$ cat src/sv/clc_pkg.sv
`timescale 1ns / 1ps
// ----------------------------------------------------------------------------
// clc_pkg
// Shared types and constants for the set-associative LRU cache model.
// ----------------------------------------------------------------------------
package clc_pkg;

	localparam int ADDR_W     = 32;
	localparam int TAG_W      = 32;
	localparam int CNT_W      = 32;
	localparam int PEN_W      = 48;
	localparam int COST_W     = 16;
	localparam int CFG_IDX_W  = 3;
	localparam int CFG_DATA_W = 16;
	localparam int IDX_MAX_W  = 7;   // index_bits reaches 7, so the masked index is 7 bits
	localparam int Q_DEPTH    = 2;

	// configuration register indexes
	localparam logic [CFG_IDX_W-1:0] REG_OFFSET_BITS  = 3'd0;
	localparam logic [CFG_IDX_W-1:0] REG_INDEX_BITS   = 3'd1;
	localparam logic [CFG_IDX_W-1:0] REG_HIT_COST     = 3'd2;
	localparam logic [CFG_IDX_W-1:0] REG_MISS_COST    = 3'd3;
	localparam logic [CFG_IDX_W-1:0] REG_CHAIN_ENABLE = 3'd4;

	typedef struct packed {
		logic [4:0]        offset_bits;
		logic [2:0]        index_bits;
		logic [COST_W-1:0] hit_cost;
		logic [COST_W-1:0] miss_cost;
		logic              chain_enable;
	} cfg_t;

	localparam cfg_t CFG_RESET = '{
		offset_bits:  5'd5,
		index_bits:   3'd1,
		hit_cost:     16'd4,
		miss_cost:    16'd0,
		chain_enable: 1'b0
	};

	typedef enum logic [1:0] {
		BK_CLEAR,
		BK_IDLE,
		BK_LOOK
	} bk_state_t;

endpackage

$ cat src/sv/clc_queue.sv
`timescale 1ns / 1ps
// ----------------------------------------------------------------------------
// clc_queue
// Short FIFO of decoded requests between the front end and the back end.
// ----------------------------------------------------------------------------
module clc_queue #(
	parameter int WIDTH = 38
) (
	input  logic             clk,
	input  logic             arst_n,
	input  logic             push,
	input  logic [WIDTH-1:0] push_data,
	input  logic             pop,
	output logic [WIDTH-1:0] head,
	output logic             empty,
	output logic             full
);

	localparam int PW = (clc_pkg::Q_DEPTH > 1) ? $clog2(clc_pkg::Q_DEPTH) : 1;

	logic [WIDTH-1:0] entries_q [clc_pkg::Q_DEPTH];
	logic [PW-1:0]    wr_ptr_q;
	logic [PW-1:0]    rd_ptr_q;
	logic [PW:0]      cnt_q;

	assign empty = (cnt_q == '0);
	assign full  = (cnt_q == (PW+1)'(clc_pkg::Q_DEPTH));
	assign head  = entries_q[rd_ptr_q];

	always_ff @(posedge clk) begin
		if (push) begin
			entries_q[wr_ptr_q] <= push_data;
		end
	end

	always_ff @(posedge clk or negedge arst_n) begin
		if (!arst_n) begin
			wr_ptr_q <= '0;
			rd_ptr_q <= '0;
			cnt_q    <= '0;
		end else begin
			if (push) begin
				wr_ptr_q <= (wr_ptr_q == PW'(clc_pkg::Q_DEPTH - 1)) ? '0 : wr_ptr_q + 1'b1;
			end
			if (pop) begin
				rd_ptr_q <= (rd_ptr_q == PW'(clc_pkg::Q_DEPTH - 1)) ? '0 : rd_ptr_q + 1'b1;
			end
			case ({push, pop})
				2'b10:   cnt_q <= cnt_q + 1'b1;
				2'b01:   cnt_q <= cnt_q - 1'b1;
				default: cnt_q <= cnt_q;
			endcase
		end
	end

endmodule

$ cat config.mk
export PLATFORM = sky130hd
export DESIGN_NAME = clc_queue
export DESIGN_NICKNAME = d
export VERILOG_FILES = /design/src/sv/clc_pkg.sv /design/src/sv/clc_queue.sv
export SDC_FILE = /design/constraint.sdc
export NUM_CORES = 1
export LEC_CHECK = 0
export BUFFER_PORTS_ARGS = -buffer_cell sky130_fd_sc_hd__buf_2
export CORE_UTILIZATION = 34
export DETAILED_ROUTE_END_ITERATION = 10
export GPL_TIMING_DRIVEN = 0
export PLACE_DENSITY = 0.66
export SYNTH_ARGS = -nofsm -noshare
export SYNTH_HDL_FRONTEND = slang
export SYNTH_SLANG_ARGS = --single-unit
$ cat constraint.sdc
create_clock -name clk -period 3.55 [get_ports clk]
set_input_delay 0.71 -clock clk [delete_from_list [all_inputs] [get_ports clk]]
set_output_delay 0.71 -clock clk [all_outputs]
set_load 0.03 [all_outputs]
; After elaboration in Yosys (flattened, before gate mapping)
; Memories as Yosys holds them, arrays and structs flattened.
; Index checks and enable logic that the tools add are counted.
[word_totals]
register_bits = 4
ramBits = 76
inputBits = 42
mem_count = 1
word_cells = 18
[classes]
n_mux = 5
add_sub_neg = 4
n_eq_ne = 3
n_reduce_logical = 2
[memory_table]
columns = name, depth, width, read_ports, rd_clocked_by_memory_dff, wr, line
row1 = entries_q, 2, 38, 1, 0, 1, clc_queue.sv:21  ; logic [WIDTH-1:0] entries_q [clc_pkg::Q_DEPTH];
[ops]
columns = cell, n
row1 = $eq 2x2->1 const B, 2
row2 = $mux 1, 4
row3 = $pmux 2 s2, 1
row4 = $add 1x1->1 const B, 2
row5 = $add 2x1->2 const B, 1
row6 = $eq 2x1->1 const B, 1
row7 = $logic_not 2->1, 1
row8 = $reduce_bool 2->1, 1
row9 = $sub 2x1->2 const B, 1

; Logic depth before layout (Yosys ltp)
; Gate-level depths: netlist (run 1).
[depth]
word_depth = 2
depth_mapped = 5
ltp_nobuf = 5

; Worst setup path before layout (run 1)
; Ideal clock, no wire load.
[synth_timing]
path_type = in2reg
from = input push
to = memory entries_q[0][0] (enable)
setup_ns = 0.434
setup_slack_ns = 0.750
path_buffers = 0
path_stages = 2
arrival_ns = 2.366
path_cell_list = inv_1 nor2_1
[synth_between]
elab_chain_cells = 2
[synth_lines]
columns = element, line
row1 = start: declaration, clc_queue.sv:11  ; input logic push,
row2 = $mux 1, clc_queue.sv:31  ; if (push) begin
row3 = $mux 1 (not written as such), clc_queue.sv:32  ; entries_q[wr_ptr_q] <= push_data;
row4 = end: declaration, clc_queue.sv:21
; Every way passes these cells.

; Worst setup path in the final report (run 1)
[layout_timing]
from = register rd_ptr_q
to = output head[4]
[layout_between]
elab_chain_cells = 1
[layout_lines]
columns = element, line
row1 = start: declaration, clc_queue.sv:23  ; logic [PW-1:0] rd_ptr_q;
row2 = start signal: assignment, clc_queue.sv:46  ; rd_ptr_q <= (rd_ptr_q == PW'(clc_pkg::Q_DEPTH - 1)) ? '0 : rd_ptr_q + 1'b1;
row3 = $mem_v2 2x38, n/a
row4 = end: declaration, clc_queue.sv:14  ; output logic [WIDTH-1:0] head,
; Every way passes these cells.

==> flow_metrics.tcl, run 1 <==
set metrics [dict create \
    diodes 0 \
    die_x_um 95.5 \
    crit_chain "buf_6 > buf_8 > mux2_4 > buf_2" \
    gp_congestion 0.618 \
    grt_pass1_vias 1591 \
    end_kind "output port" \
    hold_class "in -> async" \
    track_usage_pct 11.5 \
    worstPathRequired_ns 2.84 \
    drc_errors 0 \
    utilization_pct 45.5 \
    cts_root_buf "clkbuf_8" \
    max_clock_freq_ghz 0.435 \
    synth-xor-area-share_pct 1.47 \
    boundaryPins 82 \
    syn_inst 134 \
    antenna_found_initial 0 \
    htreeDepth 3 \
    worstSetupPathType "reg -> out" \
    grt_pass1_wl_um 7470 \
    avgSynthCellArea_um2 22.2 \
    wl_per_cell_um 14.4 \
    drv_cap 0 \
    final_cells 338 \
    worstSetupStartpointType "flop" \
    cp_slowest_stage_delay_ns 0.42 \
    slew_viol_final 0 \
    cts_buffers 9 \
    fillers 760 \
    num_vias 1528 \
    slew_headroom_pct 59.4 \
    die_area_um2 9120 \
    routed_wl_um 4880 \
    rsz0062_at_grt "no" \
    critPathSlowestCell "dfrtp_1" \
    synth_top_family_by_area "multiplexers" \
    clkTransAtPathRegs_ns 0.08 \
    netlist_area_um2 2970 \
    ys_types 14 \
    setup_viol 0 \
    clock_path_buffers 2 \
    cts_setup_buffers 0 \
    r2r_cells 2 \
    synth_mux_area_share_pct 15.7 \
    synth_top_area_share_pct 76.8 \
    hold_buffers 0 \
    synthTopCellsByArea "edfxtp_1 (77%), mux2_2 (11%), mux2_4 (5.1%)" \
    ir_drop_mv 0.291 \
    tritoncts "yes" \
    dp_hpwl_um 3470 \
    cts-resized-gates 0 \
    ys_warn_count 0 \
    initial_utilization_pct 35.6 \
    drt_iter0_drc 28 \
    nets 271 \
    cp_max_fo 10 \
    ys.flop_type "edfxtp_1" \
    synth_edf_count 76 \
    min_period_ns 2.30 \
    p_leak_nw 1.46 \
    num_rows 33 \
    power_density_nw_per_um2 852 \
    status "complete, no violations" \
    final_hold_viol_count 0 \
    synth_compound_area_share_pct 0 \
    area_delta_synth_final_pct 27.6 \
    place_inst 322 \
    clock_sinks 80 \
    finClkSkew_ns 0.00608 \
    die_height_um 95.5 \
    viasPerCell 4.52 \
    worstPathArrival_ns 1.59 \
    netlist_top_cells_count "edfxtp_1 (76), mux2_2 (28), mux2_4 (10)" \
    area.sequential_um2 2380 \
    first_pass_iters 4 \
    yosys_register_bits 80 \
    grt-ovfl-total 0 \
    clock_latency_ns 0.34 \
    synth-seq-area-share_pct 80.1 \
    synth.net_count 177 \
    synth_fa_ha_area_share_pct 0.421 \
    yosysMostFrequentCell "edfxtp_1" \
    holdWs_ns 0.165 \
    coreArea_um2 8340 \
    async_flop_share_pct 5.00 \
    yosys.area.top_type "edfxtp_1" \
    numPortBuffers 81 \
    layout-drive-gt1-share_pct 61.4 \
    postRouteAntennaNets 0 \
    grt_start_max_net_pins 24 \
    synth-simple-area-share_pct 0.800 \
    max_slew.worst_pin.slew_ns 0.608 \
    multi_input_area_um2 554 \
    period_share_pct 64.8 \
]
## per-layer routing
layer / vias to the layer above / GRT usage [%] / share of wire, %
li1: 710 / - / -
met1: 753 / 12.7 / 41
met2: 57 / 19.8 / 51
met3: 8 / 3.27 / 6.5
met4: 0 / 6.72 / 2.1
met5: - / 0 / 0
## worst max-delay path, delay by kind of cell (launching register included)
kind	cells	cell delay, ns
buf+inv	3	0.52
mux	1	0.30
flops	1	0.42
## stage by stage
step                      setup WS, ns  TNS (ns)  power [mW]  area [µm²]
after floorplan                  0.750         0        2.22        2970
final                             1.25         0        3.23        3790
after global placement          -0.397    -15.02        2.52        3510
after global routing              1.16         0        3.40        3790
after detailed placement          1.58         0        2.57        3570
after CTS                         1.22         0        3.29        3790
## sequential cells by signal, summed over array words and instances, names as in the netlist
signal / count
rd_ptr_q: 1
cnt_q: 2
entries_q: 76
wr_ptr_q: 1
## cell type report
type	instances	share of cell area, %
timing repair buffer	83	12.1
buffer	4	1.09
clock inverter	7	2.54
tap	105	3.46
sequential	80	62.8
multi-input combinational	49	14.6
inverter	1	0.0989
clock buffer	9	3.27
## final timing paths
path	start	end	slack, ns
max	rd_ptr_q	head[4]	1.25
min	arst_n	rd_ptr_q	0.17
max reg2reg	wr_ptr_q	entries_q[0][14]	2.06
min reg2reg	cnt_q[1]	cnt_q[1]	0.51
max in group asynchronous	arst_n	cnt_q[0]	3.27
min in group clk	cnt_q[1]	cnt_q[1]	0.51
## power breakdown
part	total [mW]	leakage [nW]	switching, mW	internal, mW
Sequential	1.31	0.760	0.0603	1.25
Clock	0.714	0.101	0.318	0.395
Combinational	1.20	0.602	0.735	0.469
## cell usage in the layout, fill, tap and decap left out
master,n
buf_2,81
edfxtp_1,76
mux2_2,28
mux2_4,10
clkbuf_8,9
dfrtp_1,4
xor2_1,3
clkinvlp_4,3
buf_4,2
nor2_1,2
xnor2_1,2
bufinv_16,2
buf_16,2
buf_6,1
buf_8,1
nor2b_1,1
inv_1,1
and2_2,1
nor2_4,1
ha_1,1
clkinv_4,1
clkinv_2,1
## cells by family (layout without fill, tap and decap cells)
family / Yosys count / after routing
flip-flops: 80 / 80
multiplexers: 38 / 38
XOR/XNOR: 5 / 5
AND/OR/NAND/NOR: 5 / 5
buffers and inverters: 5 / 104
adder cells (fa/ha/maj): 1 / 1
Note: power is estimated with default switching activity, not from simulation.
==> run 2: changes to the inputs <==
ABC_AREA = 1   (was unset)
clock period = 2.4 ns   (was 3.55 ns; I/O delays follow)
==> run 2 against run 1 <==
Worst hold slack improved by 0.16 ns. Core utilization shrank 1.5 points. Count of clock-buffer cells in the layout unchanged. Area after synthesis up 1.6%. Global-route usage grew 1.1 points. Clock skew up 0.0063 ns. Final cell count increased by 27%. Register-to-register slack got worse by 1.2 ns. Critical path depth decreased by 1.
==> flow_metrics.tcl, run 2 <==
set metrics [dict create \
    clock_latency_ns 0.34 \
    hold_class "in -> reg" \
    clkTransAtPathRegs_ns 0.08 \
    ir_drop_mv 0.478 \
    critPathSlowestCell "dfrtp_1" \
    place_inst 412 \
    worstPathArrival_ns 1.55 \
    boundaryPins 82 \
    cp_slowest_stage_delay_ns 0.41 \
    layout_commonest_cell "buf_2" \
    path_buf_inv 2 \
    p_seq_share_pct 40.0 \
    worstSetupStartpointType "flop" \
    area_delta_synth_final_pct 26.3 \
    ys.flop_type "edfxtp_1" \
    worstPathRequired_ns 1.92 \
    netlist_top_cells_count "edfxtp_1 (76), inv_1 (44), nand2_1 (43)" \
    tns_ns 0 \
    final_cells 428 \
    switchingPower_mw 1.92 \
    dr.max_layer_used "met4" \
    netlist_area_um2 3020 \
    nets 359 \
    regMostFlops "entries_q" \
    syn_inst 222 \
    combPwrFrac_pct 38.8 \
    yosysMostFrequentCell "edfxtp_1" \
    layout-drive-gt1-share_pct 32.5 \
    first_pass_iters 4 \
    period_share_pct 84.7 \
    p_leak_nw 1.65 \
    synthTopCellsByArea "edfxtp_1 (76%), inv_1 (5.5%), nand2_1 (5.3%)" \
    htreeDepth 3 \
    largest_reg_flops 76 \
    grt_start_max_net_pins 39 \
    dr_wl_met2_um 2660 \
    status "complete, no violations" \
    top_regs "entries_q: 76 flops, cnt_q: 2 flops" \
    tritoncts "yes" \
    num_rows 34 \
    ys_warn_count 0 \
    gp_congestion 0.706 \
    max_clock_freq_ghz 0.492 \
    clock_path_buffers 2 \
    synth.net_count 265 \
    routed_wl_um 5380 \
    synth_edf_count 76 \
    die_area_um2 9260 \
    fillers 814 \
    grt_pass1_wl_um 8290 \
    synth_top_area_share_pct 75.6 \
    end_kind "output port" \
    finClkSkew_ns 0.0124 \
    max_slew.worst_pin.slew_ns 0.853 \
    drt_iter0_drc 84 \
    postRouteAntennaNets 0 \
    met1Wirelength_um 2380 \
    final_cell_mix "buf_2 (83), edfxtp_1 (76), inv_1 (43), nand2_1 (43), o21ai_0 (30)" \
    place_area_um2 3590 \
    dp_hpwl_um 3600 \
    holdWs_ns 0.327 \
    drv_cap 0 \
    crit_family "buffers and inverters" \
    die_height_um 96.2 \
    clock_sinks 80 \
    finalInstanceArea_um2 3810 \
    wl_met3_um 237 \
    wl_per_cell_um 12.6 \
    diodes 0 \
    cp_max_fo 10 \
    numPortBuffers 81 \
    crit_chain "clkbuf_1 > o21ai_0 > buf_2" \
    worstSetupPathType "reg -> out" \
    track_usage_pct 12.6 \
    cts_root_buf "clkbuf_8" \
    yosys.area.top_type "edfxtp_1" \
    cts_buffers 9 \
    sw_frac_of_total_pct 39.4 \
    setup_viol 0 \
    yosys_register_bits 80 \
    initial_utilization_pct 34.8 \
    final_hold_viol_count 0 \
    avgSynthCellArea_um2 13.6 \
    die_x_um 96.2 \
    power_density_nw_per_um2 1280 \
    viasPerCell 4.32 \
    synth-seq-area-share_pct 78.9 \
    num_vias 1848 \
    antenna_found_initial 0 \
    power.share.clock_pct 21.2 \
    coreArea_um2 8680 \
    grt-ovfl-total 0 \
    min_period_ns 2.03 \
    slew_viol_final 0 \
    slew_headroom_pct 43.0 \
    grt_pass1_vias 1780 \
    rsz0062_at_grt "no" \
    p_int_mw 2.95 \
    drc_errors 0 \
    ys_types 16 \
    async_flop_share_pct 5.00 \
]
## run 2: changes by cell type in the layout (fill, tap and decap cells not counted), sizes merged, moves of 2 or more
cell,previous run,this run
clkinvlp,3,1
nand2,0,43
o21ai,0,38
clkbuf,9,11
inv,1,44
mux2,38,0
## run 2: final cells by class
| type | instances | area, µm² | area share [%] |
|---|---|---|---|
| sequential | 80 | 2380 | 62.5 |
| inverter | 44 | 165 | 4.33 |
| clock inverter | 6 | 85.1 | 2.23 |
| buffer | 8 | 58.8 | 1.54 |
| tap | 108 | 135 | 3.54 |
| timing repair buffer | 83 | 443 | 11.6 |
| multi-input combinational | 90 | 420 | 11.0 |
| clock buffer | 9 | 124 | 3.25 |
## run 2: kinds of logic after synthesis
group,Yosys count,share of synthesized area [%]
flip-flops,80,78.9
XOR/XNOR,3,0.870
adder cells (fa/ha/maj),1,0.414
AND/OR/NAND/NOR,48,6.09
AO/OA/AOI/OAI,38,6.30
buffers and inverters,52,7.42
## run 2: per-layer routing
layer	GRT usage (%)	up-vias
met5	0	-
met4	6.59	0
met3	3.08	10
met2	21.9	54
met1	14.4	856
li1	-	928
## run 2: worst register-to-register path, stage by stage, from the launching register on
cell     delay, ns
dfrtp_1       0.42
nand2_1       0.08
inv_2         0.62
## run 2: repair_timing
| action | CTS | global route |
|---|---|---|
| gates resized for setup | 0 | 0 |
| buffers inserted | 0 | 0 |
| hold endpoints to repair | 4 | 0 |
| hold buffers | 1 | 0 |
## run 2: through the flow
| stage | util, % | power, mW | setup slack (ns) |
|---|---|---|---|
| 2_1_floorplan | - | 3.27 | 0.481 |
| 3_3_place_gp | 41.0 | 3.86 | -0.259 |
| 3_5_place_dp | 41.4 | 3.91 | 0.630 |
| 4_1_cts | 43.9 | 4.96 | 0.279 |
| 5_1_grt | 43.9 | 5.19 | 0.215 |
| 6_report | 43.9 | 4.86 | 0.368 |
## run 2: final timing paths
kind                              start  slack (ns)  depth (start not counted)          endpoint
min in group asynchronous        arst_n        0.47                          2          cnt_q[0]
setup / recovery               rd_ptr_q        0.37                          3          head[13]
hold reg to reg                cnt_q[1]        0.51                          2          cnt_q[1]
max in group asynchronous        arst_n        1.80                          2          wr_ptr_q
hold / removal             push_data[3]        0.33                          1   entries_q[0][3]
setup reg to reg               wr_ptr_q        0.90                          2  entries_q[1][18]
## run 2: power groups by stage
stage	logic, mW	registers (mW)	clock network [mW]
after floorplan	1.31	1.96	0
after global placement	1.88	1.98	0
after detailed placement	1.93	1.98	0
after CTS	1.94	1.95	1.07
after global routing	2.10	1.98	1.12
final	1.89	1.95	1.03
==> run 3: changes to the inputs <==
clock period = 1.9 ns   (was 2.4 ns; I/O delays follow)
==> run 3 against run 2 <==
Via count increased by 1.4%. Register-to-register slack got worse by 0.50 ns. Largest cell class unchanged. Combinational power up 35%. Highest routed layer unchanged. Critical endpoint is now head[17]. Critical path type unchanged.
==> flow_metrics.tcl, run 3 (synthesis gave the netlist of run 2 again) <==
set metrics [dict create \
    clock_latency_ns 0.34 \
    grt_pass1_wl_um 8270 \
    tns_ns 0 \
    period_share_pct 96.0 \
    power_density_nw_per_um2 1630 \
    num_rows 34 \
    die_area_um2 9260 \
    drt_iter0_drc 88 \
    die_height_um 96.2 \
    finalPower_mw 6.33 \
    die_x_um 96.2 \
    routed_wl_um 5410 \
    hold_class "in -> reg" \
    postRouteAntennaNets 0 \
    min_path_cells 1 \
    viasPerCell 4.37 \
    ir_drop_mv 0.604 \
    rsz0062_at_grt "yes" \
    nets 360 \
    wl_per_cell_um 12.6 \
    final_hold_viol_count 0 \
    slew_headroom_pct 42.9 \
    final_cells 429 \
    top_regs "entries_q: 76 flops, cnt_q: 2 flops" \
    boundaryPins 82 \
    first_pass_iters 4 \
    layout-drive-gt1-share_pct 33.3 \
    num_vias 1873 \
    largest_reg_flops 76 \
    clock_path_buffers 2 \
    grt_pass1_vias 1783 \
    diodes 0 \
    fillers 815 \
    numPortBuffers 81 \
    grt_start_max_net_pins 39 \
    status "complete, no violations" \
    clkTransAtPathRegs_ns 0.08 \
    area_delta_synth_final_pct 28.6 \
    switchingPower_mw 2.45 \
    grt-ovfl-total 0 \
    combPwrFrac_pct 40.5 \
    critPathSlowestCell "dfrtp_1" \
    max_clock_freq_ghz 0.548 \
    dp_hpwl_um 3600 \
    worstPathRequired_ns 1.52 \
    drc_errors 0 \
    r2r_cells 2 \
    finalInstanceArea_um2 3880 \
    cp_slowest_stage_delay_ns 0.43 \
    holdWs_ns 0.225 \
    p_leak_nw 1.68 \
    place_inst 412 \
    worstSetupPathType "reg -> out" \
    power.share.clock_pct 20.6 \
    finClkSkew_ns 0.0138 \
    cp_max_fo 7 \
    gp_congestion 0.706 \
    regToRegEndpoint "entries_q[1][31]" \
    slew_viol_final 0 \
    final_cell_mix "edfxtp_1 (76), buf_2 (67), inv_1 (43), nand2_1 (43), o21ai_0 (27)" \
    max_slew.worst_pin.slew_ns 0.855 \
    hold_path_end "entries_q[0][3]" \
    track_usage_pct 12.6 \
    crit_chain "buf_6 > buf_12 > o21ai_0 > buf_4" \
    r2r_start "wr_ptr_q" \
    regMostFlops "entries_q" \
    hold_start "push_data[3]" \
    drv_cap 0 \
    end_kind "output port" \
    setup_viol 0 \
    p_int_mw 3.88 \
    initial_utilization_pct 34.8 \
    clock_sinks 80 \
    r2r_slack_ns 0.40 \
    sw_frac_of_total_pct 38.7 \
    tritoncts "yes" \
    place_area_um2 3590 \
    worstPathArrival_ns 1.44 \
    min_period_ns 1.82 \
    antenna_found_initial 0 \
    final.setup.worst_slack_ns 0.0763 \
    worstSetupStartpointType "flop" \
    htreeDepth 3 \
    p_seq_share_pct 38.9 \
    dp_slack_ns 0.230 \
    coreArea_um2 8680 \
    layout_commonest_cell "edfxtp_1" \
    cts_root_buf "clkbuf_8" \
    utilization_pct 44.7 \
    cts_buffers 9 \
]
==> run 3: cell count changes in the layout (fill, tap and decap cells not counted), sizes merged <==
cell / change
clkbuf: +2
buf: -1
==> run 3: worst max-delay path by stage <==
stage	startpoint	to	slack, ns	cells after the start
global placement	push	entries_q[0][9]	-0.66	3
finish	rd_ptr_q	head[17]	0.08	4
CTS	rd_ptr_q	head[2]	0.009	5
detailed placement	push	entries_q[0][33]	0.23	4
global route	rd_ptr_q	head[9]	-0.009	5
floorplan	wr_ptr_q	entries_q[0][0]	0.08	1
==> run 3: power groups by stage <==
stage          sequential (mW)  clock, mW  combinational (mW)
2_1_floorplan             2.48          0                1.66
3_3_place_gp              2.50          0                2.38
3_5_place_dp              2.50          0                2.44
4_1_cts                   2.47       1.35                2.47
5_1_grt                   2.50       1.41                2.82
6_report                  2.46       1.30                2.56
==> run 3: cell type report <==
class / count / area, µm² / share of cell area [%]
plain buffers: 8 / 67.6 / 1.74
clock buffers: 9 / 124 / 3.19
clock inverters: 6 / 85.1 / 2.19
inverters: 44 / 165 / 4.25
multi-input cells: 90 / 420 / 10.8
flip-flops and latches: 80 / 2380 / 61.4
well taps: 108 / 135 / 3.48
repair buffers: 84 / 503 / 13.0
==> run 3: worst max-delay path, delay by kind of cell, from the launching register on <==
kind | cells | cell delay, ns
buf+inv | 3 | 0.49
flops | 1 | 0.43
compound gates | 1 | 0.20
==> run 3: routing by layer <==
| layer | vias to the layer above | part of all wire (%) | GRT usage (%) |
|---|---|---|---|
| li1 | 930 | - | - |
| met1 | 873 | 44 | 14.2 |
| met2 | 58 | 49 | 21.9 |
| met3 | 12 | 4.3 | 3.08 |
| met4 | 0 | 2.3 | 6.59 |
| met5 | - | 0 | 0 |
==> run 3: timing repair <==
item | in CTS | in global routing
endpoints found under the setup margin | 26 | 33
gates resized for setup | 5 | 23
hold endpoints to repair | 4 | 0
setup buffers | 0 | 1
hold buffers | 1 | 0
