`config.mk`:
```
export PLATFORM = sky130hd
export DESIGN_NAME = clc_front
export DESIGN_NICKNAME = d
export VERILOG_FILES = /design/src/sv/clc_pkg.sv /design/src/sv/clc_front.sv
export SDC_FILE = /design/constraint.sdc
export NUM_CORES = 1
export LEC_CHECK = 0
export BUFFER_PORTS_ARGS = -buffer_cell sky130_fd_sc_hd__buf_2
export CAP_MARGIN = 20
export CELL_PAD_IN_SITES_DETAIL_PLACEMENT = 0
export CELL_PAD_IN_SITES_GLOBAL_PLACEMENT = 2
export CORE_MARGIN = 1.5
export CORE_UTILIZATION = 31
export DETAILED_ROUTE_END_ITERATION = 10
export PLACE_DENSITY = 0.94
export SYNTH_ARGS = -nofsm -noshare
export SYNTH_HDL_FRONTEND = slang
export SYNTH_SLANG_ARGS = --single-unit
```
`constraint.sdc`:
```
create_clock -name vclk -period 4.6
set_input_delay 0.92 -clock vclk [all_inputs]
set_output_delay 0.92 -clock vclk [all_outputs]
set_load 0.01 [all_outputs]
```
`src/sv/clc_pkg.sv`:
```
`timescale 1ns / 1ps
// ----------------------------------------------------------------------------
// clc_pkg
// Shared types and constants for the set-associative LRU cache model.
// ----------------------------------------------------------------------------
package clc_pkg;

	localparam int ADDR_W     = 32;
	localparam int TAG_W      = 32;
	localparam int CNT_W      = 32;
	localparam int PEN_W      = 48;
	localparam int COST_W     = 16;
	localparam int CFG_IDX_W  = 3;
	localparam int CFG_DATA_W = 16;
	localparam int IDX_MAX_W  = 7;   // index_bits reaches 7, so the masked index is 7 bits
	localparam int Q_DEPTH    = 2;

	// configuration register indexes
	localparam logic [CFG_IDX_W-1:0] REG_OFFSET_BITS  = 3'd0;
	localparam logic [CFG_IDX_W-1:0] REG_INDEX_BITS   = 3'd1;
	localparam logic [CFG_IDX_W-1:0] REG_HIT_COST     = 3'd2;
	localparam logic [CFG_IDX_W-1:0] REG_MISS_COST    = 3'd3;
	localparam logic [CFG_IDX_W-1:0] REG_CHAIN_ENABLE = 3'd4;

	typedef struct packed {
		logic [4:0]        offset_bits;
		logic [2:0]        index_bits;
		logic [COST_W-1:0] hit_cost;
		logic [COST_W-1:0] miss_cost;
		logic              chain_enable;
	} cfg_t;

	localparam cfg_t CFG_RESET = '{
		offset_bits:  5'd5,
		index_bits:   3'd1,
		hit_cost:     16'd4,
		miss_cost:    16'd0,
		chain_enable: 1'b0
	};

	typedef enum logic [1:0] {
		BK_CLEAR,
		BK_IDLE,
		BK_LOOK
	} bk_state_t;

endpackage

```
`src/sv/clc_front.sv`:
```
`timescale 1ns / 1ps
// ----------------------------------------------------------------------------
// clc_front
// Accepts an access and splits its address into set index and tag.
// ----------------------------------------------------------------------------
module clc_front #(
	parameter int NUM_SETS = 64,
	parameter int SET_W    = 6
) (
	input  logic                           start,
	input  logic [clc_pkg::ADDR_W-1:0]     address,
	input  clc_pkg::cfg_t                  cfg,
	input  logic                           q_full,
	input  logic                           clearing,
	output logic                           busy,
	output logic                           push,
	output logic [clc_pkg::TAG_W-1:0]      push_tag,
	output logic [SET_W-1:0]               push_set
);

	localparam int NIDX = 1 << clc_pkg::IDX_MAX_W;

	logic [SET_W-1:0]              mod_tbl [NIDX];
	logic [clc_pkg::ADDR_W-1:0]    shifted;
	logic [clc_pkg::IDX_MAX_W-1:0] idx_mask;
	logic [clc_pkg::IDX_MAX_W-1:0] idx_raw;
	logic [5:0]                    tag_sh;

	// index reduced modulo the set count, worked out at elaboration
	for (genvar g = 0; g < NIDX; g++) begin : g_mod
		assign mod_tbl[g] = SET_W'(g % NUM_SETS);
	end

	assign busy     = q_full | clearing;
	assign push     = start & ~busy;

	assign shifted  = address >> cfg.offset_bits;
	assign idx_mask = clc_pkg::IDX_MAX_W'((8'd1 << cfg.index_bits) - 8'd1);
	assign idx_raw  = shifted[clc_pkg::IDX_MAX_W-1:0] & idx_mask;
	assign push_set = mod_tbl[idx_raw];

	// shift of 32 or more leaves a zero tag
	assign tag_sh   = {1'b0, cfg.offset_bits} + {3'b000, cfg.index_bits};
	assign push_tag = tag_sh[5] ? '0 : (address >> tag_sh[4:0]);

endmodule

```
### After elaboration in Yosys (flattened, before gate mapping)

Memory sizes are Yosys's and may differ from the RTL's.
Index checks and enable logic that the tools add are counted.

| storage, ports and cells | value |
|---|---|
| logic and storage cells | 15 |
| register bits | 0 |
| input port bits | 76 |
| memory bits (read-only) | 768 |
| memories kept | 1 |

| cells by class | value |
|---|---|
| order comparisons | 1 |
| shifts and indexed selects | 3 |
| bitwise operators | 5 |
| mux-type cells | 3 |
| add/subtract/negate cells | 2 |

Memories:

| name | words | bits a word | rd ports | clocked after memory_dff | wr ports | line | source |
|---|---|---|---|---|---|---|---|
| (name not given) | 128 | 6 | 1 | 0 | 0 | clc_front.sv:40 | `assign push_set = mod_tbl[idx_raw];` |

Operators with widths:

| kind | number |
|---|---|
| $mux W32 | 1 |
| $shr A32 B5 Y32 | 1 |
| $shr A32 B5 Y7 | 1 |
| $mux W6 | 2 |
| $ge A8 B8 Y1 const B | 1 |
| $not A7 Y8 | 1 |
| $and A7 B7 Y7 | 1 |
| $shl A1 B3 Y7 const A | 1 |
| $sub A7 B1 Y7 const B | 1 |
| $add A5 B3 Y6 | 1 |
| $and A1 B1 Y1 | 1 |
| $not A1 Y1 | 1 |
| $or A1 B1 Y1 | 1 |

### Longest topological paths before layout

Gate-level depths: netlist of run 1.

| depth | value |
|---|---|
| depth in word-level cells | 7 |
| depth in mapped cells | 12 |
| depth with buffers taken out | 8 |

### Worst setup path before layout of run 1

Ideal clock, no wire load.

| timing | value |
|---|---|
| path kind | input to output |
| from | input port cfg[37] in the netlist's numbering |
| to | output port push_tag[5] in the netlist's numbering |
| data arrival time | 3340 ps |
| path slack | 340 ps |
| stages | 10 |
| cells stage by stage | buf_4 buf_4 inv_1 fa_1 buf_4 buf_6 buf_6 mux2_2 mux4_1 o22ai_1 |

| between the ends | value |
|---|---|
| cells in the longest elaborated chain, start to end | 3 |

RTL lines:

| what | line | source |
|---|---|---|
| start: declaration | clc_front.sv:12 | `input clc_pkg::cfg_t cfg,` |
| $add A5 B3 Y6 * | clc_front.sv:43 | `assign tag_sh = {1'b0, cfg.offset_bits} + {3'b000, cfg.index_bits};` |
| $shr A32 B5 Y32 | clc_front.sv:44 | `assign push_tag = tag_sh[5] ? '0 : (address >> tag_sh[4:0]);` |
| $mux W32 * | clc_front.sv:44 |  |
| end: declaration | clc_front.sv:17 | `output logic [clc_pkg::TAG_W-1:0] push_tag,` |

Every way passes the cells marked *; elsewhere a longest branch is shown, timed or not.

### Worst setup path in the final report of run 1

| timing | value |
|---|---|
| from | input port cfg[33] in the netlist's numbering |
| to | output port push_tag[7] in the netlist's numbering |

Same word-level chain as after synthesis.

==> impl_metrics.py, run 1 <==
metrics = {
    "pwr": {
        "finalPower_uw": 724,
        "power_density_mw_per_mm2": 189,
        "leakage_nw": 1.65,
        "peakVddDrop_mv": 0.0567,
    },
    "timing": {
        "max_slew_margin": 0.536,
        "slew_violations": 0,
        "rsz0062_at_grt": "false",
        "fin_tns_setup_ns": 0,
        "hold_viol": 0,
        "finalWorstSetupSlack_ns": 0.255,
        "fmax_mhz": 230,
        "setup_viol": 0,
        "min_period_ns": 4.35,
        "worst_pin_slew_ns": 0.695,
        "fin_crit_sh": 0.945,
    },
    "global_routing": {
        "grtUsageMet2": 0.322,
        "grt_pass1_vias": 3307,
        "grt_pass1_wl_um": 17000,
        "grt.met3_usage": 0.0215,
        "busiest_layer": "met2",
        "use_met1": 0.247,
        "grt_antenna_before_repair": 0,
        "grt_max_degree": 40,
        "globalRouteTotalUtil": 0.185,
        "grt-ovfl-total": 0,
    },
    "floorplanning": {
        "io_pins": 116,
        "rows": 37,
        "die_h_um": 106,
        "start_util": 0.320,
        "core-area_mm2": 0.0103,
        "die-width_um": 106,
        "dieArea_mm2": 0.0113,
    },
    "synthesis": {
        "synth_area_mm2": 0.00331,
        "synth_cells": 351,
        "ys_seq_area_frac": 0,
        "yosys_warnings": 0,
        "avgSynthCellArea_um2": 9.42,
        "synth.distinct_cells": 53,
        "synth_nets": 432,
    },
    "clocking": {
        "holdBufCountCts": 0,
        "cts_resized": 0,
        "postCtsSetupBuffers": 0,
    },
    "outcome": {
        "status": "completed",
    },
    "final_layout": {
        "design_area_mm2": 0.00384,
        "nNetsFinal": 503,
        "seq_cells": 0,
        "drive_above_1_share": 0.412,
        "nClkBuffers": 0,
        "seq_area_um2": 0,
        "diodes": 0,
        "syn_to_final_growth_pct": 16.1,
    },
    "route": {
        "dr.first_iter.drc_count": 281,
        "firstDrtPassIters": 5,
        "vias": 3411,
        "vias_per_cell": 6.13,
        "drc_errors": 0,
        "drtAntennaViolNets": 0,
        "wl_um": 10800,
        "wl_per_cell_um": 19.4,
    },
    "worst_setup_path": {
        "cp.arrival_ns": 3.43,
        "cp.required_ns": 3.68,
        "cp-end-kind": "output pin",
        "crit_fanout": 13,
        "start_kind": "input pin",
        "worstSetupPathType": "in -> out",
    },
    "placed_design": {
        "gp_congestion": 0.942,
        "dp_slack_ns": 0.0809,
        "port_buffers": 83,
        "dp_hpwl_um": 8420,
        "placed_cell_area_mm2": 0.00381,
    },
    "flow_run": {
        "maxCapViolCount": 0,
    },
    "hold_path": {
        "hold_path.class": "in -> out",
        "min_path_cells": 3,
    },
}
[routing by layer]
metal / routed length, um / share of wire
met5: 0 / 0
met3: 671 / 0.062
met2: 5410 / 0.50
met1: 4540 / 0.42
met4: 162 / 0.015
[per-stage QoR]
stage               cells   util  hold slack (ns)
global route          556  0.372             2.15
floorplan             351      -             1.93
detailed placement    554  0.369             2.12
global placement      554  0.369             2.12
finish                556  0.372             2.12
CTS                   554  0.369             2.12
[synthesized netlist by cell type, types with 5 or more instances]
| cell | n | area (um^2) |
|---|---|---|
| nand2_1 | 33 | 124 |
| nand2b_1 | 5 | 31.3 |
| a211oi_1 | 7 | 52.6 |
| o22ai_1 | 8 | 50.1 |
| nand3_1 | 11 | 55.1 |
| nor2_1 | 17 | 63.8 |
| and2_1 | 5 | 31.3 |
| a22oi_1 | 6 | 45.0 |
| buf_2 | 10 | 50.1 |
| buf_4 | 9 | 67.6 |
| nor3_1 | 10 | 50.1 |
| o211ai_1 | 7 | 52.6 |
| o21ai_0 | 11 | 55.1 |
| a21oi_1 | 10 | 50.1 |
| a31oi_1 | 5 | 31.3 |
| mux2_2 | 27 | 304 |
| buf_6 | 7 | 78.8 |
| mux4_2 | 34 | 766 |
| mux4_1 | 15 | 394 |
| inv_1 | 11 | 41.3 |
| clkbuf_1 | 7 | 26.3 |
| nor2b_1 | 5 | 31.3 |
| mux2i_1 | 38 | 380 |
[layout make-up]
type | instances | area [um^2]
Fill cell | 1053 | 6480
Inverter | 12 | 45.0
Multi-Input combinational cell | 306 | 3040
Tap cell | 136 | 170
Timing Repair Buffer | 102 | 583
[worst max-delay path, stage by stage]
cell,delay [ns]
buf_2,0.13
ha_1,0.19
inv_1,0.07
fa_2,0.56
buf_12,0.15
buf_4,0.13
mux4_2,0.51
nand2_1,0.09
a22oi_1,0.07
a31oi_1,0.30
o22ai_1,0.12
buf_2,0.18
[worst paths after layout]
check                      to  slack (ns)     from
setup / recovery  push_tag[7]        0.25  cfg[33]
hold / removal           busy        2.12   q_full
[layout by cell type, fill, tap and decap left out, types with 6 or more instances in the layout]
| master | Yosys | layout |
|---|---|---|
| a22oi_1 | 6 | 6 |
| o22ai_1 | 8 | 8 |
| o211ai_1 | 7 | 7 |
| o21ai_0 | 11 | 11 |
| buf_4 | 9 | 17 |
| a21oi_1 | 10 | 10 |
| buf_2 | 10 | 83 |
| mux2i_1 | 38 | 38 |
| mux2_2 | 27 | 27 |
| nand3_1 | 11 | 11 |
| mux4_2 | 34 | 34 |
| nand2_1 | 33 | 33 |
| mux4_1 | 15 | 15 |
| a211oi_1 | 7 | 7 |
| inv_1 | 11 | 11 |
| nor3_1 | 10 | 10 |
| nor2_1 | 17 | 17 |
[where the power goes]
group | leakage (nW) | switching, mW | internal [mW] | total (mW)
registers | 0 | 0 | 0 | 0
logic | 1.65 | 0.385 | 0.340 | 0.724
clock network | 0 | 0 | 0 | 0
[kinds of logic (layout without fill, tap and decap cells)]
logic type	Yosys count	in the layout	synth area share
xor gates and xnor gates	3	3	0.0102
muxes	115	115	0.561
and+or+nand+nor	107	107	0.163
adders and majority gates	5	5	0.0212
AOI/OAI and AO/OA	76	76	0.164
buffers and inverters	45	114	0.0809
Power figures use the tool's default switching activity.
==> run 2, diff against run 1 <==
--- a/config.mk
+++ b/config.mk
@@ -13,6 +13,7 @@
 export CORE_UTILIZATION = 31
 export DETAILED_ROUTE_END_ITERATION = 10
 export PLACE_DENSITY = 0.94
+export RECOVER_POWER = 100
 export SYNTH_ARGS = -nofsm -noshare
 export SYNTH_HDL_FRONTEND = slang
 export SYNTH_SLANG_ARGS = --single-unit
==> run 2 against run 1 <==
Compared with the run above:
- design area is 1.3% lower
- critical path type unchanged
- sequential cell count stayed put
- routed wire length is 0.32% lower
- largest cell class unchanged
- maximum frequency is 1.2% lower
- cell count stayed put
- setup slack worse by 0.054 ns
- via count is 0.94% higher
==> impl_metrics.py, run 2 (same netlist as run 1, synthesis figures left out) <==
metrics = {
    "outcome": {
        "status": "completed",
    },
    "timing": {
        "rsz0062_at_grt": "false",
        "slew_violations": 0,
        "fin_tns_setup_ns": 0,
        "fmax_mhz": 227,
        "min_period_ns": 4.40,
        "hold_viol": 0,
        "fin_crit_sh": 0.956,
        "max_slew_margin": 0.339,
        "setup_viol": 0,
        "worst_pin_slew_ns": 0.992,
    },
    "hold_path": {
        "min_from": "start",
        "min_to": "push",
        "hold_path.class": "in -> out",
        "min_path_cells": 4,
    },
    "floorplanning": {
        "dieArea_mm2": 0.0113,
        "die_h_um": 106,
        "core-area_mm2": 0.0103,
        "start_util": 0.320,
        "io_pins": 116,
        "rows": 37,
        "die-width_um": 106,
    },
    "route": {
        "drtAntennaViolNets": 0,
        "firstDrtPassIters": 5,
        "dr.first_iter.drc_count": 226,
        "vias_per_cell": 6.19,
        "vias": 3443,
        "wl_um": 10700,
        "drc_errors": 0,
        "wl_per_cell_um": 19.3,
    },
    "worst_setup_path": {
        "critPathMostFrequentCell": "clkbuf_1",
        "path_cells": "buf_2, ha_1, inv_1, fa_1, buf_12, clkbuf_1, mux4_2, nand2_1, a22oi_1, a31oi_1, o22ai_1, clkbuf_1",
        "cp-end-kind": "output pin",
        "critical-path-slowest-cell": "fa_1",
        "worstSetupPathType": "in -> out",
        "cp_top_family": "adder cells",
        "cp.buffers_inverters": 5,
        "start_kind": "input pin",
        "max_stage_delay_ns": 0.55,
        "cp.required_ns": 3.68,
        "cp.arrival_ns": 3.48,
        "crit_fanout": 13,
    },
    "global_routing": {
        "grt_pass1_vias": 3307,
        "grt-ovfl-total": 0,
        "grt_pass1_wl_um": 17000,
        "globalRouteTotalUtil": 0.185,
        "grt_max_degree": 40,
        "grt_antenna_before_repair": 0,
    },
    "final_layout": {
        "fin_util": 0.367,
        "seq_area_um2": 0,
        "diodes": 0,
        "fillerInstances": 1068,
        "nClkBuffers": 0,
        "syn_to_final_growth_pct": 14.6,
        "multi_input_area_mm2": 0.00304,
        "layout_commonest_cell": "buf_2",
        "mostFrequentLayoutCells": "buf_2 (49), mux2i_1 (38), clkbuf_1 (35), mux4_2 (34), nand2_1 (33)",
        "nNetsFinal": 503,
        "seq_cells": 0,
        "drive_above_1_share": 0.326,
    },
    "clocking": {
        "cts_resized": 0,
    },
    "placed_design": {
        "port_buffers": 83,
        "gp_congestion": 0.942,
        "dp_hpwl_um": 8420,
    },
    "pwr": {
        "leakage_nw": 1.52,
        "peakVddDrop_mv": 0.0567,
        "power_density_mw_per_mm2": 187,
    },
    "flow_run": {
        "maxCapViolCount": 0,
    },
}
-- run 2: cell types whose count changed in the layout (fill, tap and decap cells not counted), sizes merged --
cell    before  now
buf        102   66
clkbuf       0   36
-- run 2: cell type report --
cell class	instances	area share
timing repair buffer	102	0.141
inverter	12	0.0119
multi-input combinational	306	0.802
tap	136	0.0449
-- run 2: report_power, final --
| part | switching, mW | internal, mW |
|---|---|---|
| sequential | 0 | 0 |
| combinational | 0.384 | 0.325 |
| clock | 0 | 0 |
-- run 2: worst min-delay path: stages --
cell      delay, ns
buf_2          0.09
inv_1          0.04
nor2_1         0.03
clkbuf_1       0.11
-- run 2: through the flow --
| step | hold slack, ns | instance area [um^2] | cells | setup WS (ns) | total power, mW |
|---|---|---|---|---|---|
| floorplan | 1.93 | 3310 | 351 | 0.340 | 0.509 |
| global placement | 2.12 | 3810 | 554 | 0.110 | 0.700 |
| detailed placement | 2.12 | 3810 | 554 | 0.0809 | 0.706 |
| finish | 2.12 | 3790 | 556 | 0.201 | 0.709 |
| global route | 2.17 | 3790 | 556 | 0.0624 | 0.766 |
| CTS | 2.12 | 3810 | 554 | 0.0739 | 0.709 |
-- run 2: what timing repair did --
action,4_1_cts,5_1_grt
hold buffers,0,0
setup buffers,0,2
endpoints found under the setup margin,0,6
-- run 2: routing by layer --
metal	GRT usage	up-vias	part of all wire
met1	0.247	1664	0.41
met4	0.0376	0	0.019
met2	0.322	192	0.50
met3	0.0215	26	0.072
met5	0	-	0
li1	-	1561	-
-- run 2: worst max path at each step --
stage          cells past startpoint     from          end
2_1_floorplan                     10  cfg[37]  push_tag[5]
3_3_place_gp                      11  cfg[33]  push_tag[7]
3_5_place_dp                      11  cfg[33]  push_tag[0]
4_1_cts                           11  cfg[33]  push_tag[0]
5_1_grt                           12  cfg[33]  push_tag[7]
6_report                          12  cfg[33]  push_tag[7]
==> run 3, diff against run 2 <==
==> config.mk (replaced) <==
export PLATFORM = sky130hd
export DESIGN_NAME = clc_front
export DESIGN_NICKNAME = d
export VERILOG_FILES = /design/src/sv/clc_pkg.sv /design/src/sv/clc_front.sv
export SDC_FILE = /design/constraint.sdc
export NUM_CORES = 1
export LEC_CHECK = 0
export ABC_AREA = 1
export BUFFER_PORTS_ARGS = -buffer_cell sky130_fd_sc_hd__clkbuf_2
export CAP_MARGIN = 20
export CELL_PAD_IN_SITES_DETAIL_PLACEMENT = 0
export CELL_PAD_IN_SITES_GLOBAL_PLACEMENT = 2
export CORE_MARGIN = 1.5
export CORE_UTILIZATION = 23
export DETAILED_ROUTE_END_ITERATION = 10
export PLACE_DENSITY = 0.95
export RECOVER_POWER = 100
export SYNTH_ARGS = -nofsm -noshare
export SYNTH_HDL_FRONTEND = slang
export SYNTH_SLANG_ARGS = --single-unit
export TNS_END_PERCENT = 10
==> run 3 against run 2 <==
Compared with the run above:
- synthesized area shrank 6.8%
- die area up 25%
- largest power group unchanged
- cell count is 65% higher
- power shrank 5.8%
- design area is 6.0% lower
- first-iteration DRC count is 99% higher
==> impl_metrics.py, run 3 <==
metrics = {
    "floorplanning": {
        "start_util": 0.235,
        "die_h_um": 119,
        "die-width_um": 119,
        "dieArea_mm2": 0.0141,
        "rows": 42,
        "core-area_mm2": 0.0131,
        "io_pins": 116,
    },
    "synthesis": {
        "synth_nets": 767,
        "synth_area_mm2": 0.00308,
        "yosysMostFrequentCell": "nand2_1",
        "synth_fa_ha_area_frac": 0.0227,
        "synth.distinct_cells": 27,
        "synth.area.top_cells": "nand2_1 (35%), nand3_1 (34%), nor2_1 (6.5%), a21oi_1 (5.2%), buf_2 (2.9%)",
        "synth_xor_area_frac": 0.0170,
        "synth_simple_gate_area_frac": 0.763,
        "ys_seq_area_frac": 0,
        "synth_top_area_share": 0.348,
        "synthTopCellsByCount": "nand2_1 (286), nand3_1 (208), nor2_1 (53)",
        "yosys_warnings": 0,
        "synth-compound-area-share": 0.101,
        "synth_cells": 686,
        "synth_top_family_by_area": "simple AND/OR/NAND/NOR gates",
        "muxShareOfSynthArea": 0,
        "avgSynthCellArea_um2": 4.49,
        "synth_top_area_cell": "nand2_1",
    },
    "clocking": {
        "holdBufCountCts": 0,
        "postCtsSetupBuffers": 0,
        "cts_resized": 0,
    },
    "timing": {
        "fin_tns_setup_ns": 0,
        "hold_viol": 0,
        "setup_viol": 0,
        "max_slew_margin": 0.527,
        "fmax_mhz": 231,
        "worst_pin_slew_ns": 0.707,
        "fin_crit_sh": 0.943,
        "min_period_ns": 4.34,
        "rsz0062_at_grt": "false",
        "slew_violations": 0,
    },
    "final_layout": {
        "seq_cells": 0,
        "final_cells": 916,
        "syn_to_final_growth_pct": 15.5,
        "drive_above_1_share": 0.0986,
        "seq_area_um2": 0,
        "nNetsFinal": 823,
        "layout_commonest_cell": "nand2_1",
        "diodes": 0,
        "mostFrequentLayoutCells": "nand2_1 (286), nand3_1 (208), nor2_1 (53), clkbuf_2 (53), a21oi_1 (34)",
        "fillerInstances": 1674,
        "nClkBuffers": 0,
    },
    "pwr": {
        "power_density_mw_per_mm2": 188,
        "leakage_nw": 1.90,
        "peakVddDrop_mv": 0.0832,
    },
    "route": {
        "firstDrtPassIters": 5,
        "vias": 4577,
        "dr.first_iter.drc_count": 450,
        "drc_errors": 0,
        "wl_per_cell_um": 14.0,
        "vias_per_cell": 5.00,
        "wl_um": 12800,
        "drtAntennaViolNets": 0,
    },
    "worst_setup_path": {
        "start_kind": "input pin",
        "crit_fanout": 16,
        "critical-path-slowest-cell": "xor2_2",
        "cp-end-kind": "output pin",
        "cp_top_family": "buffers and inverters",
        "cp.depth": 7,
        "cp.buffers_inverters": 3,
        "cp.required_ns": 3.68,
        "cp.arrival_ns": 3.42,
        "worstSetupPathType": "in -> out",
        "max_stage_delay_ns": 0.53,
        "path_cells": "clkbuf_1, inv_1, a21oi_1, xor2_2, nand2_4, a21oi_1, clkbuf_1",
    },
    "hold_path": {
        "min_to": "push",
        "hold_path.class": "in -> out",
        "min_from": "start",
        "min_path_cells": 4,
    },
    "global_routing": {
        "globalRouteTotalUtil": 0.175,
        "grt_antenna_before_repair": 0,
        "grt_pass1_wl_um": 20700,
        "grt_max_degree": 40,
        "grt_pass1_vias": 4153,
        "grt-ovfl-total": 0,
    },
    "outcome": {
        "status": "completed",
    },
    "placed_design": {
        "numPlacedInstances": 916,
        "port_buffers": 83,
        "gp_congestion": 0.869,
        "dp_hpwl_um": 10000,
    },
    "flow_run": {
        "maxCapViolCount": 0,
    },
}
-- run 3: how the worst max path moves through the flow --
stage | from | endpoint | slack (ns)
CTS | cfg[33] | push_tag[6] | 0.47
global placement | cfg[33] | push_tag[6] | 0.50
finish | cfg[39] | push_tag[17] | 0.26
global route | cfg[39] | push_tag[23] | 0.12
floorplan | cfg[37] | push_tag[13] | 0.71
detailed placement | cfg[33] | push_tag[6] | 0.47
-- run 3: through the flow --
step | hold WS (ns) | worst slack (ns) | area [um^2] | util | total power [mW]
global route | 2.14 | 0.123 | 3560 | 0.271 | 0.753
global placement | 2.10 | 0.504 | 3620 | 0.276 | 0.682
CTS | 2.11 | 0.467 | 3620 | 0.276 | 0.682
floorplan | 1.93 | 0.709 | 3080 | - | 0.473
finish | 2.10 | 0.262 | 3560 | 0.271 | 0.668
detailed placement | 2.11 | 0.468 | 3620 | 0.276 | 0.680
-- run 3: per-layer routing --
metal / vias up / share of wire / track usage / wire (um)
met5: - / 0 / 0 / 0
li1: 2385 / - / - / -
met3: 8 / 0.046 / 0.0106 / 592
met4: 0 / 0.0048 / 0.00904 / 61
met1: 2049 / 0.47 / 0.245 / 6040
met2: 135 / 0.48 / 0.310 / 6140
-- run 3: cells by family (layout without fill, tap and decap cells) --
group           count (synthesis)  in the layout
simple gates                  553            553
xor+xnor                        3              3
compound gates                 56             56
fa+ha+maj                       5              5
buf+inv                        69            123
-- run 3: final cells by class --
cell class	count	area, um^2	share of cell area
Tap cell	176	220	0.0618
Inverter	26	97.6	0.0274
Timing Repair Buffer	97	483	0.136
Multi-Input combinational cell	617	2760	0.775
-- run 3: where the power goes --
part	switching, mW	internal, mW
combinational	0.455	0.213
sequential	0	0
clock	0	0
total	0.455	0.213
